<file path="config.mk">
export PLATFORM = sky130hd
export DESIGN_NAME = doubly_linked_process_queue
export DESIGN_NICKNAME = d
export VERILOG_FILES = /design/src/rtl/core/dlpq_pkg.sv /design/src/rtl/core/dlpq_ram.sv /design/src/rtl/core/doubly_linked_process_queue.sv
export VERILOG_INCLUDE_DIRS = /design/src /design/src/rtl/core
export SDC_FILE = /design/constraint.sdc
export NUM_CORES = 1
export LEC_CHECK = 0
export BUFFER_PORTS_ARGS = -buffer_cell sky130_fd_sc_hd__buf_2
export CAP_MARGIN = 5
export CORE_MARGIN = 2
export CORE_UTILIZATION = 35
export DETAILED_ROUTE_END_ITERATION = 10
export PLACE_DENSITY = 0.55
export SLEW_MARGIN = 20
export SYNTH_ARGS = -nofsm -noshare
export SYNTH_HDL_FRONTEND = slang
export SYNTH_SLANG_ARGS = --single-unit
</file>
<file path="constraint.sdc">
create_clock -name clk -period 6.2 [get_ports clk]
set_clock_uncertainty 0.05 [all_clocks]
set_input_delay 1.86 -clock clk [delete_from_list [all_inputs] [get_ports clk]]
set_output_delay 1.86 -clock clk [all_outputs]
set_load 0.01 [all_outputs]
</file>
<file path="src/rtl/core/doubly_linked_process_queue_macros.svh">
// Assertion macros shared by the doubly linked process queue RTL.
// Holds nothing but macro definitions; included by files that assert.
`ifndef DOUBLY_LINKED_PROCESS_QUEUE_MACROS_SVH
`define DOUBLY_LINKED_PROCESS_QUEUE_MACROS_SVH

// Condition that must hold at every clock edge outside reset.
`define DLPQ_ASSERT_HOLD(label, clk, rst, cond, msg) \
  label: assert property (@(posedge clk) disable iff (rst) (cond)) else $error(msg);

// Antecedent at one edge implies the consequent at the next edge.
`define DLPQ_ASSERT_NEXT(label, clk, rst, ante, cons, msg) \
  label: assert property (@(posedge clk) disable iff (rst) (ante) |=> (cons)) else $error(msg);

`endif

</file>
<file path="src/rtl/core/dlpq_pkg.sv">
// Package for the doubly linked process queue: field widths, operation
// codes and the command and response word types. No dependencies.
package dlpq_pkg;

  localparam int DLPQ_ID_W      = 6;
  localparam int DLPQ_CNT_W     = 7;
  localparam int DLPQ_ID_LIMIT  = 2 ** DLPQ_ID_W;
  localparam int DLPQ_MAX_PROCS = 64;

  typedef enum logic [1:0] {
    FUNC_ENQ    = 2'd0,
    FUNC_DEQ    = 2'd1,
    FUNC_REMOVE = 2'd2,
    FUNC_PEEK   = 2'd3
  } dlpq_func_t;

  typedef struct packed {
    dlpq_func_t             func;
    logic [DLPQ_ID_W-1:0]   proc_id;
  } dlpq_cmd_t;

  typedef struct packed {
    logic [DLPQ_ID_W-1:0]   result_id;
    logic                   found;
    logic                   error;
    logic [DLPQ_CNT_W-1:0]  count;
  } dlpq_rsp_t;

endpackage

</file>
<file path="src/rtl/core/dlpq_ram.sv">
// Generic single write port RAM with one registered read port, read-first.
// Depends on dlpq_pkg for default sizes.
module dlpq_ram
  import dlpq_pkg::*;
#(
  parameter int WIDTH = DLPQ_ID_W,
  parameter int DEPTH = DLPQ_MAX_PROCS,
  localparam int AW   = (DEPTH > 1) ? $clog2(DEPTH) : 1
) (
  input  logic             clk,
  input  logic             we,
  input  logic [AW-1:0]    waddr,
  input  logic [WIDTH-1:0] wdata,
  input  logic [AW-1:0]    raddr,
  output logic [WIDTH-1:0] rdata
);

  logic [WIDTH-1:0] mem [DEPTH];

  // A read at the address being written returns the old contents.
  always_ff @(posedge clk) begin
    if (we) begin
      mem[waddr] <= wdata;
    end
    rdata <= mem[raddr];
  end

endmodule

</file>
<file path="src/rtl/core/doubly_linked_process_queue.sv">
// Doubly linked process queue: FIFO of slot ids with removal from anywhere.
// Result: a taken start is registered as item_valid, and the strobe done is registered from item_valid.
// Throughput: one word per cycle outside reset, bounded by the single read port of each link table.
// busy is high only while rst is high; the receiver cannot stall results.
// Synchronous reset empties the queue; link tables need no clear.
// Depends on dlpq_pkg, dlpq_ram and doubly_linked_process_queue_macros.svh.
`include "doubly_linked_process_queue_macros.svh"

module doubly_linked_process_queue
  import dlpq_pkg::*;
#(
  parameter int MAX_PROCS = DLPQ_MAX_PROCS
) (
  input  logic      clk,
  input  logic      rst,
  input  logic      start,
  output logic      busy,
  input  dlpq_cmd_t cmd,
  output logic      done,
  output dlpq_rsp_t rsp
);

  // Ids are six bits wide, so no more than 64 slots can ever be used.
  localparam int SLOTS = (MAX_PROCS < DLPQ_ID_LIMIT) ? MAX_PROCS : DLPQ_ID_LIMIT;
  localparam int AW    = (SLOTS > 1) ? $clog2(SLOTS) : 1;
  localparam logic [DLPQ_CNT_W-1:0] SLOT_LIMIT = DLPQ_CNT_W'(SLOTS);

  typedef logic [AW-1:0]        addr_t;
  typedef logic [DLPQ_ID_W-1:0] id_t;

  // Stage one: the accepted word and the link table address it read.
  logic      item_valid;
  dlpq_cmd_t item;
  addr_t     rd_addr;

  // Queue state.
  id_t                   head, head_next;
  id_t                   tail, tail_next;
  logic [DLPQ_CNT_W-1:0] qcount, qcount_next;
  logic [SLOTS-1:0]      member, member_next;

  // Link table ports.
  logic  nwr_en, pwr_en;
  addr_t nwr_addr, pwr_addr;
  id_t   nwr_data, pwr_data;
  id_t   n_rdata, p_rdata;
  addr_t rd_addr_next;

  // The tables are read at the edge that registers the word, before it executes, so the write made
  // by the word ahead of it at that same edge is caught by these bypasses.
  logic  nbyp_en, pbyp_en;
  addr_t nbyp_addr, pbyp_addr;
  id_t   nbyp_data, pbyp_data;
  id_t   nx, pv;

  logic      id_ok, id_member;
  id_t       uid;
  dlpq_rsp_t rsp_next;

  // No word is taken while the block is held in reset.
  assign busy = rst;

  dlpq_ram #(.WIDTH(DLPQ_ID_W), .DEPTH(SLOTS)) u_next_link (
    .clk   (clk),
    .we    (nwr_en),
    .waddr (nwr_addr),
    .wdata (nwr_data),
    .raddr (rd_addr_next),
    .rdata (n_rdata)
  );

  dlpq_ram #(.WIDTH(DLPQ_ID_W), .DEPTH(SLOTS)) u_prev_link (
    .clk   (clk),
    .we    (pwr_en),
    .waddr (pwr_addr),
    .wdata (pwr_data),
    .raddr (rd_addr_next),
    .rdata (p_rdata)
  );

  assign nx = (nbyp_en && (nbyp_addr == rd_addr)) ? nbyp_data : n_rdata;
  assign pv = (pbyp_en && (pbyp_addr == rd_addr)) ? pbyp_data : p_rdata;

  assign id_ok     = {1'b0, item.proc_id} < SLOT_LIMIT;
  assign id_member = id_ok && member[AW'(item.proc_id)];

  // A dequeue unlinks the head; a removal unlinks the given id.
  assign uid = (item.func == FUNC_DEQ) ? head : item.proc_id;

  // A dequeue reads the links of whatever will be the head once the word
  // ahead of it has executed; a removal reads the links of its own id.
  assign rd_addr_next = (cmd.func == FUNC_DEQ) ? AW'(head_next) : AW'(cmd.proc_id);

  // Only links that are later read are written: the prev link of the head and
  // the next link of the tail are never used, so they are left as they are.
  always_comb begin
    head_next   = head;
    tail_next   = tail;
    qcount_next = qcount;
    member_next = member;
    nwr_en      = 1'b0;
    nwr_addr    = AW'(tail);
    nwr_data    = item.proc_id;
    pwr_en      = 1'b0;
    pwr_addr    = AW'(item.proc_id);
    pwr_data    = tail;
    rsp_next    = '0;

    if (item_valid) begin
      unique case (item.func)
        FUNC_ENQ: begin
          if (!id_ok || id_member) begin
            rsp_next.error = 1'b1;
          end else begin
            if (qcount == '0) begin
              head_next = item.proc_id;
            end else begin
              // Hang the new id behind the current tail.
              nwr_en = 1'b1;
              pwr_en = 1'b1;
            end
            tail_next                     = item.proc_id;
            member_next[AW'(item.proc_id)] = 1'b1;
            qcount_next                   = qcount + 1'b1;
          end
        end
        FUNC_DEQ, FUNC_REMOVE: begin
          if (item.func == FUNC_REMOVE && !id_member) begin
            rsp_next.error = 1'b1;
          end else if (item.func == FUNC_REMOVE || qcount != '0) begin
            if (item.func == FUNC_DEQ) begin
              rsp_next.result_id = head;
              rsp_next.found     = 1'b1;
            end
            priority if (uid == head && uid == tail) begin
              head_next = '0;
              tail_next = '0;
            end else if (uid == head) begin
              head_next = nx;
            end else if (uid == tail) begin
              tail_next = pv;
            end else begin
              // Splice the neighbors of a middle entry together.
              nwr_en   = 1'b1;
              nwr_addr = AW'(pv);
              nwr_data = nx;
              pwr_en   = 1'b1;
              pwr_addr = AW'(nx);
              pwr_data = pv;
            end
            member_next[AW'(uid)] = 1'b0;
            qcount_next           = qcount - 1'b1;
            if (qcount_next == '0) begin
              head_next = '0;
              tail_next = '0;
            end
          end
        end
        FUNC_PEEK: begin
          if (qcount != '0) begin
            rsp_next.result_id = head;
            rsp_next.found     = 1'b1;
          end
        end
        default: begin
        end
      endcase
    end
    rsp_next.count = qcount_next;
  end

  // Control state.
  always_ff @(posedge clk) begin
    if (rst) begin
      item_valid <= 1'b0;
      head       <= '0;
      tail       <= '0;
      qcount     <= '0;
      member     <= '0;
      nbyp_en    <= 1'b0;
      pbyp_en    <= 1'b0;
      done       <= 1'b0;
    end else begin
      item_valid <= start && !busy;
      head       <= head_next;
      tail       <= tail_next;
      qcount     <= qcount_next;
      member     <= member_next;
      nbyp_en    <= nwr_en;
      pbyp_en    <= pwr_en;
      done       <= item_valid;
    end
  end

  // Payload registers.
  always_ff @(posedge clk) begin
    item      <= cmd;
    rd_addr   <= rd_addr_next;
    nbyp_addr <= nwr_addr;
    nbyp_data <= nwr_data;
    pbyp_addr <= pwr_addr;
    pbyp_data <= pwr_data;
    if (item_valid) begin
      rsp <= rsp_next;
    end
  end

  `DLPQ_ASSERT_NEXT(a_result_follows, clk, rst, item_valid, done, "word executed without result")
  `DLPQ_ASSERT_HOLD(a_count_members, clk, rst, $countones(member) == int'(qcount),
                    "queue count differs from member bits")
  `DLPQ_ASSERT_HOLD(a_empty_pointers, clk, rst, (qcount != '0) || (head == '0 && tail == '0),
                    "empty queue with nonzero head or tail")
  `DLPQ_ASSERT_HOLD(a_count_limit, clk, rst, qcount <= SLOT_LIMIT, "queue count above slot count")
  `DLPQ_ASSERT_HOLD(a_found_error, clk, rst, !done || !(rsp.found && rsp.error),
                    "result flags both found and error")

endmodule
</file>
==> results of run 1 <==
## metrics by stage
stage                     setup WS (ps)  total power (uW)
after floorplan                     749              7670
after global placement              757              8190
after detailed placement            672              8200
after CTS                           647             13900
after global routing                320             14200
final                               601             13800
## cell families after synthesis
logic type / Yosys count
AOI/OAI and AO/OA: 609
xor gates and xnor gates: 27
buffers and inverters: 238
muxes: 90
DFF: 907
and+or+nand+nor: 1247
adders and majority gates: 9
## final cells by class
class	instances	area share [%]
Clock buffer	126	6.16
Clock inverter	49	1.08
Inverter	30	0.292
Multi-Input combinational cell	1982	25.2
Sequential cell	907	60.1
Tap cell	1403	4.06
Timing Repair Buffer	169	3.09
## critical path, cell delays in order (launching register included)
cell	delay (ps)
dfxtp_1	340
inv_1	100
ha_1	620
mux2i_1	560
xnor2_1	110
nor4_1	340
and2_1	320
o31a_1	210
o211ai_1	140
a21oi_4	670
clkinv_2	240
buf_12	250
buf_4	240
nand2_1	90
nand3_1	110
a32oi_1	310
nand4_1	170
or4_1	540
## metal layers
metal  vias to the layer above  wire length [um]
met3                       237              7660
met5                         -                50
met1                     12800             47500
li1                      11800                 -
met2                       986             50200
met4                         8              4240
## Yosys cell counts, types with 5 or more instances
cell type / instances / area (um^2)
xor2_1: 11 / 96.3
o31a_1: 5 / 43.8
a32oi_1: 28 / 245
a221oi_1: 55 / 482
a21oi_1: 248 / 1240
xnor2_1: 16 / 140
nor3_1: 43 / 215
mux2i_1: 74 / 741
nor3b_1: 5 / 37.5
or4_1: 14 / 105
mux2_2: 8 / 90.1
o31ai_1: 11 / 82.6
nor2_1: 195 / 732
or3_1: 7 / 43.8
buf_4: 7 / 52.6
nand2_1: 604 / 2270
nand4_1: 41 / 257
ha_1: 9 / 113
nand3_1: 221 / 1110
o21ai_0: 55 / 275
buf_2: 63 / 315
and2_1: 35 / 219
buf_1: 16 / 60.1
nor4_1: 13 / 81.3
a211oi_1: 34 / 255
a21o_1: 8 / 60.1
a22oi_1: 56 / 420
mux4_2: 8 / 180
nand2b_1: 7 / 43.8
a31oi_1: 42 / 263
o22ai_1: 5 / 31.3
o21a_1: 13 / 97.6
inv_1: 28 / 105
edfxtp_1: 783 / 23500
and3_1: 22 / 138
nor2b_1: 24 / 150
clkbuf_1: 120 / 450
dfxtp_1: 124 / 2480
## sequential cells by signal, indices dropped and copies added, names as in the netlist
register / flops
member: 64
qcount: 7
item_valid: 1
head: 6
u_next_link.mem: 384
rsp: 15
pbyp_en: 1
u_prev_link.rdata: 6
done: 1
nbyp_data: 6
item: 8
u_prev_link.mem: 384
tail: 6
pbyp_data: 6
u_next_link.rdata: 6
rd_addr: 6
## worst max path at each step
stage	to	slack, ps	depth (start not counted)
after floorplan	u_next_link.mem[12][0]$_DFFE_PP_	750	16
after global placement	u_next_link.rdata[2]$_DFF_P_	760	16
after detailed placement	u_next_link.rdata[2]$_DFF_P_	670	17
after CTS	u_next_link.rdata[2]$_DFF_P_	650	17
after global routing	u_next_link.rdata[2]$_DFF_P_	320	16
final	u_next_link.rdata[2]$_DFF_P_	600	17
## power by group
part           internal, uW  switching (uW)
combinational           360             949
sequential             6710            56.6
clock                  3320            2400
==> run_results.csv, run 1 <==
group,metric,value,unit
outcome,status,"finished clean",
power_and_ir_drop,p_leak,0.0146,uW
layout,fin_nets,3206,
critical_path,worst_r2r_path_depth,17,
placed_design,port_buffers,27,
placed_design,dp_cells,4491,
yosys,synthMuxAreaShare,2.67,%
clock_tree,clock-root-buffer,"clkbuf_16",
sta,drv_slew,0,
layout,multi_input_area,10900,um^2
sta,hold_violations,0,
yosys,syn-num-nets,3147,
floorplan,io_pins,28,
floorplan,start_util,35.3,%
layout,ff_latch_area,26000,um^2
floorplan,coreArea,107000,um^2
yosys,synth_top_family_by_area,"simple AND/OR/NAND/NOR gates",
layout,n_antenna_cell,0,
yosys,yosys.area_share.simple,14.6,%
floorplan,die_x,333,um
layout,final_common_cell,"edfxtp_1",
power_and_ir_drop,cellPowerDensity,319,nW/um^2
yosys,ys_dominant_reg_cell,"edfxtp_1",
clock_tree,ctsHoldBuffers,0,
job,cap_violations,0,
placed_design,gp_congestion,0.900,
layout,final_util,40.4,%
clock_tree,clk_pin_slew,60,ps
global_route,grt_use_total,19.4,%
yosys,avgSynthCellArea,12.1,um^2
critical_path,worst_ep_arrival_time,6090,ps
layout,most-common-layout-cells,"783 x edfxtp_1, 604 x nand2_1, 247 x a21oi_1",
clock_tree,cts-htree-levels,3,
layout,postLayoutCellArea,43300,um^2
critical_path,crit_start,"item[7]$_DFF_P_",
critical_path,critPathKind,"register to register",
yosys,synth_seq_cells,907,
yosys,synth_area,37900,um^2
critical_path,r2r_slack,600,ps
power_and_ir_drop,ir_worst_vdd,0.211,mV
floorplan,fp.dieH,333,um
global_route,grt_pass1_wl,163000,um
routing,drc,0,
layout,fillers,10100,
sta,finalSetupViolations,0,
routing,ant_nets,0,
yosys,synth_edf_count,783,
sta,hold-worst-slack,432,ps
clock_tree,clk_latency,680,ps
critical_path,r2r_start,"item[7]$_DFF_P_",
critical_path,required,6690,ps
routing,vias_per_cell,5.54,
worst_hold_path,hold_path_startpoint,"member[14]$_SDFFE_PP0P_",
yosys,synth_compound_area_share,10.4,%
sta,finalSetupTns,0,ps
global_route,overflow,0,
routing,drtPass1Iterations,7,
yosys,seq_area_frac_synth,68.7,%
clock_tree,cts_buffer_depth,3,
sta,rsz0062_at_grt,"false",
global_route,grtUsageMet1,26.5,%
yosys,synth_xor_area_share,0.625,%
clock_tree,cts_buffers,96,
global_route,gr-usage-met3,3.71,%
clock_tree,post-cts-setup-buffers,0,
sta,worstMarginPinSlew,1100,ps
yosys,syn_inst,3127,
yosys,synthAdderAreaFrac,0.297,%
clock_tree,cts_tree,"built",
global_route,grt_max_degree,113,
worst_hold_path,hold_end,"member[14]$_SDFFE_PP0P_",
floorplan,dieArea,111000,um^2
sta,post-route-period-util,90.3,%
layout,final_layout_size_suffix_gt1_share,10.9,%
sta,clock.fmax,179,MHz
global_route,antenna_found_initial,4,
critical_path,critical_path.startpoint_type,"register",
critical_path,r2r-end,"u_next_link.rdata[2]$_DFF_P_",
yosys,ys_warn_count,0,
layout,syn_to_final_growth,14.3,%
critical_path,endpoint_kind,"register",
routing,drtIter0Drc,2446,
sta,maxSlewHeadroom,26.1,%
routing,wire_per_inst,23.5,um
worst_hold_path,hp-class,"register to register",
clock_tree,cts.sinks,907,
clock_tree,post_cts_resized,0,
worst_hold_path,min_path_cells,2,
placed_design,placed_area,40100,um^2
global_route,top_usage_layer,"met2",
global_route,first_global_vias,24800,
layout,fin_cells,4666,
routing,vias,25800,
critical_path,path_max_fanout,43,
placed_design,hpwl,68700,um
sta,fin_crit,5600,ps
routing,drt-total-wl,110000,um
yosys,synthDistinctLibCells,73,
global_route,gr-usage-met2,30.6,%
floorplan,num_rows,120,
yosys,ys_async_sr_fraction,0,%
No activity file was read; power rests on OpenSTA's default activity.
==> inputs of run 2 (changes only) <==
--- a/config.mk
+++ b/config.mk
@@ -12,6 +12,7 @@
 export CORE_UTILIZATION = 35
 export DETAILED_ROUTE_END_ITERATION = 10
 export PLACE_DENSITY = 0.55
+export REMOVE_ABC_BUFFERS = 1
 export SLEW_MARGIN = 20
 export SYNTH_ARGS = -nofsm -noshare
 export SYNTH_HDL_FRONTEND = slang
==> constraint.sdc (replaced) <==
create_clock -name clk -period 6.4 [get_ports clk]
set_clock_uncertainty 0.05 [all_clocks]
set_input_delay 1.92 -clock clk [delete_from_list [all_inputs] [get_ports clk]]
set_output_delay 1.92 -clock clk [all_outputs]
set_load 0.01 [all_outputs]
==> run_results.csv, run 2 (synthesis results as in run 1) <==
group,metric,value,unit
floorplan,coreArea,107000,um^2
floorplan,die_x,333,um
critical_path,r2r_start,"item[7]$_DFF_P_",
layout,most-common-layout-cells,"783 x edfxtp_1, 604 x nand2_1, 247 x a21oi_1",
sta,drv_slew,0,
global_route,overflow,0,
global_route,grt_use_total,19.2,%
clock_tree,cts-htree-levels,3,
routing,vias,25800,
critical_path,required,6910,ps
layout,fin_nets,3195,
placed_design,dp_cells,4477,
sta,hold-worst-slack,429,ps
clock_tree,cts_buffers,99,
critical_path,critical_path.startpoint_type,"register",
global_route,grt_max_degree,147,
clock_tree,clk_pin_slew,60,ps
outcome,status,"finished clean",
layout,syn_to_final_growth,14.0,%
critical_path,crit_start,"item[7]$_DFF_P_",
floorplan,num_rows,120,
floorplan,start_util,35.3,%
routing,drtIter0Drc,2594,
sta,finalSetupTns,0,ps
floorplan,dieArea,111000,um^2
power_and_ir_drop,clkPwrFrac,41.4,%
layout,postLayoutCellArea,43200,um^2
power_and_ir_drop,seq_power_share,49.1,%
critical_path,r2r-end,"u_next_link.rdata[4]$_DFF_P_",
clock_tree,cts_tree,"built",
sta,maxSlewHeadroom,17.6,%
sta,post-route-period-util,88.8,%
clock_tree,cts_buffer_depth,3,
global_route,grt_pass1_wl,163000,um
global_route,antenna_found_initial,1,
layout,reg_top3,"u_next_link.mem: 384 flops, u_prev_link.mem: 384 flops, member: 64 flops",
layout,final_layout_size_suffix_gt1_share,10.6,%
clock_tree,clock-root-buffer,"clkbuf_16",
job,cap_violations,0,
sta,finalSetupViolations,0,
power_and_ir_drop,netSwitchingPower,3330,uW
clock_tree,post-cts-setup-buffers,0,
clock_tree,cts.sinks,907,
routing,wire_per_inst,23.4,um
critical_path,endpoint_kind,"register",
sta,fin_crit,5680,ps
clock_tree,clk_latency,680,ps
clock_tree,post_cts_resized,0,
routing,drc,0,
power_and_ir_drop,cellPowerDensity,309,nW/um^2
power_and_ir_drop,combPwrFrac,9.5,%
worst_hold_path,min_path_cells,2,
critical_path,critPathKind,"register to register",
critical_path,worst_r2r_path_depth,15,
worst_hold_path,hold_path_startpoint,"member[39]$_SDFFE_PP0P_",
placed_design,hpwl,68400,um
placed_design,gp_congestion,0.878,
sta,hold_violations,0,
floorplan,io_pins,28,
worst_hold_path,hp-class,"register to register",
global_route,first_global_vias,25000,
routing,drt-total-wl,109000,um
routing,vias_per_cell,5.54,
sta,clock.fmax,176,MHz
clock_tree,ctsHoldBuffers,0,
sta,worstMarginPinSlew,1230,ps
critical_path,worst_ep_arrival_time,6190,ps
critical_path,r2r_slack,720,ps
floorplan,fp.dieH,333,um
power_and_ir_drop,switching_share,25.0,%
layout,fin_cells,4659,
power_and_ir_drop,ir_worst_vdd,0.201,mV
placed_design,placed_area,40100,um^2
power_and_ir_drop,intPower,10000,uW
routing,ant_nets,0,
placed_design,port_buffers,27,
critical_path,path_max_fanout,62,
power_and_ir_drop,p_leak,0.0145,uW
layout,final_common_cell,"edfxtp_1",
critical_path,endpoint,"u_next_link.rdata[4]$_DFF_P_",
sta,rsz0062_at_grt,"false",
routing,drtPass1Iterations,6,
==> run 2: cell types whose count changed in the layout (fill, tap and decap cells not counted), moves of 3 or more <==
cell	delta
clkinv_1	+5
clkinvlp_4	+6
clkbuf_16	-3
buf_4	-15
clkinv_8	+3
clkinv_2	-3
==> run 2: area by class of cell <==
type | instances | area, um^2
inverter | 30 | 126
clock inverter | 59 | 541
tap | 1403 | 1760
timing repair buffer | 155 | 1250
fill | 10100 | 64000
antenna | 1 | 2.50
sequential | 907 | 26000
clock buffer | 122 | 2560
multi-input combinational | 1982 | 10900
==> run 2: worst max-delay path: stages (launching register included) <==
cell,delay (ps)
dfxtp_1,330
inv_1,80
ha_1,640
mux2i_1,700
xnor2_1,190
nor2_1,80
and2_1,230
o31ai_1,360
a221oi_1,210
a21o_4,350
buf_12,230
nor2_1,960
a32oi_1,250
o21ai_0,230
o22ai_1,120
or4_1,540
==> run 2: how the worst min path moves through the flow <==
stage | slack [ps] | to
6_report | 430 | member[39]$_SDFFE_PP0P_
5_1_grt | 460 | member[39]$_SDFFE_PP0P_
4_1_cts | 430 | member[39]$_SDFFE_PP0P_
3_3_place_gp | 410 | member[39]$_SDFFE_PP0P_
2_1_floorplan | 390 | member[32]$_SDFFE_PP0P_
3_5_place_dp | 420 | member[39]$_SDFFE_PP0P_
==> run 2: per-stage QoR <==
step	utilization, %	total power (uW)	worst slack, ps
6_report	40.3	13300	717
5_1_grt	40.3	13800	318
4_1_cts	40.3	13400	720
3_5_place_dp	37.4	7930	597
3_3_place_gp	37.4	7930	623
2_1_floorplan	-	7470	-18390
==> run 2: power by group through the flow <==
stage	Sequential, uW	Clock, uW	Combinational [uW]
after global routing	6550	5840	1370
final	6560	5520	1260
after floorplan	6660	0	810
after CTS	6550	5620	1260
after detailed placement	6680	0	1260
after global placement	6680	0	1260
==> run 2: layer usage <==
layer | global-route usage, % | wire (um) | vias to the layer above
li1 | - | - | 11700
met1 | 27.4 | 49200 | 13000
met2 | 30.6 | 50500 | 927
met3 | 2.90 | 7050 | 142
met4 | 5.26 | 2270 | 0
met5 | 0 | 0 | -
